===== config.mk =====
export PLATFORM = sky130hd
export DESIGN_NAME = pbd_queue
export DESIGN_NICKNAME = d
export VERILOG_FILES = /design/src/hdl/pbd_pkg.sv /design/src/hdl/pbd_queue.sv
export SDC_FILE = /design/constraint.sdc
export NUM_CORES = 1
export LEC_CHECK = 0
export ABC_AREA = 1
export BUFFER_PORTS_ARGS = -buffer_cell sky130_fd_sc_hd__buf_2
export CAP_MARGIN = 20
export CELL_PAD_IN_SITES_DETAIL_PLACEMENT = 0
export CELL_PAD_IN_SITES_GLOBAL_PLACEMENT = 1
export CORE_ASPECT_RATIO = 0.7
export CORE_MARGIN = 8
export CORE_UTILIZATION = 48
export DETAILED_ROUTE_END_ITERATION = 16
export PLACE_DENSITY = 0.93
export SETUP_SLACK_MARGIN = 0.4
export SLEW_MARGIN = 40
export SYNTH_ARGS = -nofsm -noshare
export SYNTH_HDL_FRONTEND = slang
export SYNTH_SLANG_ARGS = --single-unit

===== constraint.sdc =====
create_clock -name i_clk -period 36.7 [get_ports i_clk]
set_clock_uncertainty 0.05 [all_clocks]
set_input_delay 3.67 -clock i_clk [delete_from_list [all_inputs] [get_ports i_clk]]
set_output_delay 3.67 -clock i_clk [all_outputs]
set_load 0.01 [all_outputs]

===== src/hdl/pbd_pkg.sv =====
`timescale 1ns / 1ps
// Shared types, constants and helper functions of the bounce direction block.
// Used by the front, queue, back and top-level modules; depends on nothing.
package pbd_pkg;

    // Material kind codes.
    localparam logic SURF_SPECULAR = 1'b0;
    localparam logic SURF_DIFFUSE  = 1'b1;

    // Configuration register index codes (taken from address bit 3).
    localparam logic REG_ROUGHNESS = 1'b0;
    localparam logic REG_RNG_SEED  = 1'b1;

    // Register reset values.
    localparam logic [14:0] ROUGHNESS_RESET = 15'd13107;
    localparam logic [47:0] RNG_SEED_RESET  = 48'd13070;

    // Linear congruential generator constants (modulus 2^48).
    localparam logic [34:0] LCG_MULT = 35'h5_DEEC_E66D;
    localparam logic [47:0] LCG_ADD  = 48'hB;

    // CORDIC constants; angles are in units of 2^-24 turn.
    localparam int unsigned         CORDIC_STEPS = 18;
    localparam logic signed [33:0]  CORDIC_GAIN  = 34'sd652032874;
    localparam logic signed [25:0]  TURN_QUARTER = 26'sd4194304;
    localparam logic signed [25:0]  TURN_HALF    = 26'sd8388608;
    localparam logic signed [25:0]  TURN_FULL    = 26'sd16777216;

    // First bit of the integer square root sweep.
    localparam logic [63:0] SQRT_BIT0 = 64'h4000_0000_0000_0000;

    // Queue between front and back.
    localparam int unsigned Q_DEPTH = 2;
    localparam int unsigned Q_AW    = 1;

    // One classified item as handed from the front to the back.
    typedef struct packed {
        logic             kind;
        logic [2:0][15:0] dir;
        logic [2:0][15:0] nrm;
        logic [2:0][31:0] hit;
        logic [33:0]      dot;
        logic [2:0][15:0] draw;
    } t_task;

    typedef enum logic [2:0] {
        F_IDLE,
        F_LO,
        F_HI,
        F_PUSH
    } t_fstate;

    typedef enum logic [5:0] {
        B_IDLE,
        SP_A, SP_B, SP_C,
        DF_W, DF_R2, DF_S3, DF_U,
        DV0, DV1, DV2,
        CO_INIT, CO_RUN, CO_END,
        DA, DB, DC,
        DT0, DT1, DT2, DT3,
        NM_SQ0, NM_SQ1, NM_SQ2, NM_SQ3, NM_LEN, NM_DIVI, NM_DIV, NM_DIVE,
        SQ_RUN,
        B_DONE
    } t_bstate;

    // Right shift that rounds half up (toward plus infinity).
    function automatic logic signed [65:0] rshift(input logic signed [65:0] v,
                                                  input int unsigned s);
        logic signed [65:0] bias;
        bias = (s == 0) ? 66'sd0 : (66'sd1 <<< (s - 1));
        return (s == 0) ? v : ((v + bias) >>> s);
    endfunction

    // atan(2^-i) in units of 2^-24 turn.
    function automatic logic signed [25:0] cordic_atan(input logic [4:0] i);
        logic signed [25:0] r;
        case (i)
            5'd0:    r = 26'sd2097152;
            5'd1:    r = 26'sd1238021;
            5'd2:    r = 26'sd654136;
            5'd3:    r = 26'sd332050;
            5'd4:    r = 26'sd166669;
            5'd5:    r = 26'sd83416;
            5'd6:    r = 26'sd41718;
            5'd7:    r = 26'sd20860;
            5'd8:    r = 26'sd10430;
            5'd9:    r = 26'sd5215;
            5'd10:   r = 26'sd2608;
            5'd11:   r = 26'sd1304;
            5'd12:   r = 26'sd652;
            5'd13:   r = 26'sd326;
            5'd14:   r = 26'sd163;
            5'd15:   r = 26'sd81;
            5'd16:   r = 26'sd41;
            5'd17:   r = 26'sd20;
            default: r = 26'sd0;
        endcase
        return r;
    endfunction

endpackage


===== src/hdl/pbd_queue.sv =====
`timescale 1ns / 1ps
// Short queue of classified items between the front and the back.
// Depends on pbd_pkg.
module pbd_queue import pbd_pkg::*; (
    input  logic  i_clk,
    input  logic  i_rst_n,
    input  logic  i_push,
    input  t_task i_task,
    output logic  o_full,
    input  logic  i_pop,
    output t_task o_task,
    output logic  o_empty
);

    t_task r_mem [Q_DEPTH];
    logic [Q_AW-1:0] r_wp;
    logic [Q_AW-1:0] r_rp;
    logic [Q_AW:0]   r_cnt;

    assign o_full  = (r_cnt == (Q_AW + 1)'(Q_DEPTH));
    assign o_empty = (r_cnt == '0);
    assign o_task  = r_mem[r_rp];

    // Pointers and fill count.
    always_ff @(posedge i_clk) begin
        if (!i_rst_n) begin
            r_wp  <= '0;
            r_rp  <= '0;
            r_cnt <= '0;
        end else begin
            if (i_push) begin
                r_wp <= r_wp + 1'b1;
            end
            if (i_pop) begin
                r_rp <= r_rp + 1'b1;
            end
            r_cnt <= r_cnt + (Q_AW + 1)'(i_push) - (Q_AW + 1)'(i_pop);
        end
    end

    // Entry storage.
    always_ff @(posedge i_clk) begin
        if (i_push) begin
            r_mem[r_wp] <= i_task;
        end
    end

endmodule


Word-level counts from Yosys, hierarchy flattened
Memory sizes are Yosys's and may differ from the RTL's. A register that Yosys moved wholly into a read port is not among the register bits.
Cells that the tools add are included.
{"block": "classes", "reduce_logical": 1, "n_addsub": 4, "mux": 4, "eq_ne": 1}
{"operator": "1-bit 2-to-1 mux", "count": 4}
{"operator": "1-bit adder (second input constant)", "count": 2}
{"operator": "2-bit by 1-bit adder with 2-bit output", "count": 1}
{"operator": "2-bit equality test (second input constant)", "count": 1}
{"operator": "2-bit zero test", "count": 1}
{"operator": "2-bit by 1-bit subtractor with 2-bit output", "count": 1}
{"block": "totals", "n_memories": 1, "ff_bits": 4, "ramBits": 550, "out_inout_bits": 277, "elab_cells": 14, "input_bits": 279}
{"name": "r_mem", "depth": 2, "width": 275, "read_ports": 1, "rd_clocked_by_memory_dff": 1, "wr": 1, "line_no": "pbd_queue.sv:15", "rtl": "t_task r_mem [Q_DEPTH];"}

Longest topological paths before layout
{"block": "logic_depth", "word_depth": 3, "ltp_mapped": 9, "depth_no_buf": 9}

Least setup slack after synthesis
No wires, ideal clock.
{"block": "synth_timing", "kind": "input port to flip-flop", "start": "in i_push", "end": "mem r_mem[0][0] (netlist name), enable pin", "required_ns": 35.726, "path_slack_ns": 20.530, "path_buffers": 0, "path_stages": 2, "setup_time_ns": 0.924, "arrival_time_ns": 15.196, "cell_sequence": "inv_1 -> nor2_1"}
{"block": "synth_between", "elab_chain_cells": 2}
{"item": "from (decl)", "line_no": "pbd_queue.sv:7", "rtl": "input logic i_push,"}
{"item": "1-bit 2-to-1 mux", "line_no": "pbd_queue.sv:43", "rtl": "if (i_push) begin"}
{"item": "1-bit 2-to-1 mux (implied by the code)", "line_no": "pbd_queue.sv:44", "rtl": "r_mem[r_wp] <= i_task;"}
{"item": "to (decl)", "line_no": "pbd_queue.sv:15"}
Every way passes these cells.

==> flow_metrics.py <==
metrics = {
    "grt": {
        "grt_pass1_wl_um": 67000,
        "antenna_found_initial": 16,
        "grt_pass1_vias": 11200,
        "grtUsageTotal": 0.179,
        "grt_overflow": 0,
        "grt_max_degree": 143,
    },
    "synthesis": {
        "async_reset_ff_frac": 0,
        "synth_edf_count": 550,
        "yosysMostFrequentCell": "edfxtp_1",
        "ys_types": 13,
        "yosys_most_used_dff": "edfxtp_1",
        "yosys-top-cells-count": "edfxtp_1 (550), mux2_2 (254), buf_6 (29), mux2_4 (20), nor2_1 (9)",
        "synth_area_sq_um": 20200,
        "syn-num-nets": 1170,
        "ys_seq_area_frac": 0.821,
        "netlist_top_cells_area": "edfxtp_1 (82%), mux2_2 (14%), buf_6 (1.6%)",
        "syn_inst": 889,
        "yosysTopAreaCell": "edfxtp_1",
        "syn_area_per_cell_sq_um": 22.8,
        "synth_warnings": 0,
        "yosys_register_bits": 555,
        "yosysTopAreaCellShare": 0.816,
    },
    "drt": {
        "drt-initial-drc-count": 682,
        "dr_total_vias": 10600,
        "drc": 0,
        "post_drt_via_cell_ratio": 5.09,
        "drt-total-wl_um": 46600,
        "wl_per_cell_um": 22.4,
        "drt_pass1_iterations": 4,
        "antenna_left": 0,
    },
    "sta": {
        "fin_setup_tns_ns": 0,
        "setup_viol": 0,
        "maxSlewHeadroom": 0.478,
        "finalCritPeriodShare": 0.184,
        "hold_violations": 0,
        "min_period_ns": 6.75,
        "maxSlewViolCount": 0,
        "max_freq_ghz": 0.148,
        "tightest_slew_ns": 0.783,
        "rsz0062_at_grt": "false",
    },
    "layout": {
        "drive_above_1_share": 0.603,
        "layout.nets": 1757,
        "final_util": 0.600,
        "area_growth_pct": 24.6,
        "nFillCells": 2978,
    },
    "setup_path": {
        "rr_worst_depth": 3,
        "crit_slowest_cell": "buf_6",
        "cp.arrival_ns": 3.03,
        "required_ns": 32.98,
        "r2r_start": "r_wp",
        "r2r_setup_slack_ns": 34.29,
        "crit_buf_inv": 3,
        "slowest_delay_ns": 0.64,
        "path_delay_family": "buffers and inverters",
        "critPathCaptureType": "primary output",
        "crit_path_start_kind": "flop",
        "path_cells": "buf_6, buf_6, mux2_2, buf_2",
        "crit_type": "reg -> out",
        "critical_path.endpoint": "o_task[251]",
        "reg2reg_to": "r_mem[1][158]",
        "cpMostUsedCell": "buf_6",
        "cp.depth": 4,
        "crit_path_max_fanout": 76,
    },
    "power": {
        "power_density_nw_per_um2": 55.4,
        "leakage_nw": 9.47,
        "irDropWorstVdd_mv": 0.0440,
    },
    "floorplan": {
        "start_util": 0.482,
        "die_y_um": 188,
        "die-area_sq_um": 49100,
        "num_rows": 63,
        "die_w_um": 261,
        "coreArea_sq_um": 42000,
        "io_pins": 556,
    },
    "placement": {
        "dp_hpwl_um": 33000,
        "place_congestion": 0.846,
        "io_buffer_count": 555,
    },
    "clocking": {
        "numCtsBuffers": 50,
        "clockBufferDepth": 3,
        "cts_setup_buffers": 0,
        "cts_tree": "built",
        "root_buffer": "clkbuf_16",
        "clk_latency_ns": 0.56,
        "cts_resized": 0,
        "h-tree-depth": 2,
        "cts.sinks": 555,
        "holdBufCountCts": 0,
        "clkTransAtPathRegs_ns": 0.06,
    },
    "outcome": {
        "status": "finished clean",
    },
    "run": {
        "maxCapViolCount": 0,
    },
    "min_path": {
        "hold_path.class": "reg -> reg",
    },
}
[registers in the layout, summed over array words and instances (netlist names), named ones only]
name	flops
r_wp	1
r_mem	550
r_cnt	2
r_rp	1
[worst min-delay path: stages (launching register included)]
cell,delay (ns)
dfxtp_1,0.33
nor2_1,0.06
nor2_1,0.08
[cell type report]
cell class / count / area, sq um / area share
diodes: 11 / 27.5 / 0.00109
clock buffers: 65 / 1400 / 0.0555
clock inverters: 26 / 255 / 0.0101
inverters: 7 / 38.8 / 0.00154
multi-input cells: 296 / 3280 / 0.130
flip-flops and latches: 555 / 16600 / 0.659
well taps: 552 / 691 / 0.0274
repair buffers: 566 / 2920 / 0.116
[cell families after synthesis]
group	share of synthesized area
flops	0.821
mux	0.157
buf+inv	0.0179
simple gates	0.00340
fa+ha+maj	0.00124
compound gates	0.000247
[per-stage QoR]
| step | hold WS [ns] | worst slack, ns | power (mW) | instances | instance area [sq um] |
|---|---|---|---|---|---|
| after floorplan | 0.413 | 20.53 | 0.838 | 889 | 20200 |
| after global placement | 0.424 | 29.70 | 0.882 | 1974 | 23500 |
| after detailed placement | 0.448 | 30.12 | 0.888 | 1975 | 23500 |
| after CTS | 0.460 | 29.49 | 1.41 | 2066 | 25200 |
| after global routing | 0.501 | 29.79 | 1.44 | 2076 | 25200 |
| final | 0.456 | 29.95 | 1.40 | 2078 | 25200 |
[per-layer routing]
metal,wire length [um],share of wire,global-route usage,vias to the layer above
li1,-,-,-,4733
met1,17500,0.37,0.208,5258
met2,23600,0.51,0.307,477
met3,4210,0.090,0.0622,90
met4,1190,0.026,0.0588,12
met5,82,0.0018,0,-
[how the worst min path moves through the flow]
stage,start,end,depth (start not counted)
5_1_grt,r_rp,flop,2
4_1_cts,r_rp,flop,2
3_5_place_dp,r_rp,flop,2
6_report,r_rp,flop,2
2_1_floorplan,r_rp,flop,2
3_3_place_gp,r_rp,r_rp,2
[report_power, final]
group          internal, mW  switching, mW
Clock                 0.304          0.218
Combinational        0.0586         0.0717
Sequential            0.735        0.00905
[cells in the final DEF, fill, tap and decap left out]
| cell type | count |
|---|---|
| edfxtp_1 | 550 |
| clkbuf_1 | 9 |
| clkbuf_16 | 53 |
| buf_6 | 8 |
| clkinvlp_4 | 1 |
| dfxtp_4 | 1 |
| buf_12 | 2 |
| mux2_2 | 254 |
| mux2_1 | 1 |
| diode_2 | 11 |
| buf_2 | 555 |
| dfxtp_1 | 4 |
| inv_1 | 6 |
| nor2_4 | 1 |
| bufinv_16 | 5 |
| inv_8 | 2 |
| mux2_4 | 20 |
| nor2_1 | 8 |
| a21oi_1 | 1 |
| nand3_1 | 1 |
| nand2_1 | 8 |
| buf_4 | 1 |
| clkinv_2 | 6 |
| clkbuf_8 | 3 |
| inv_12 | 1 |
| clkinv_1 | 12 |
| ha_1 | 2 |
Power figures use the tool's default switching activity.
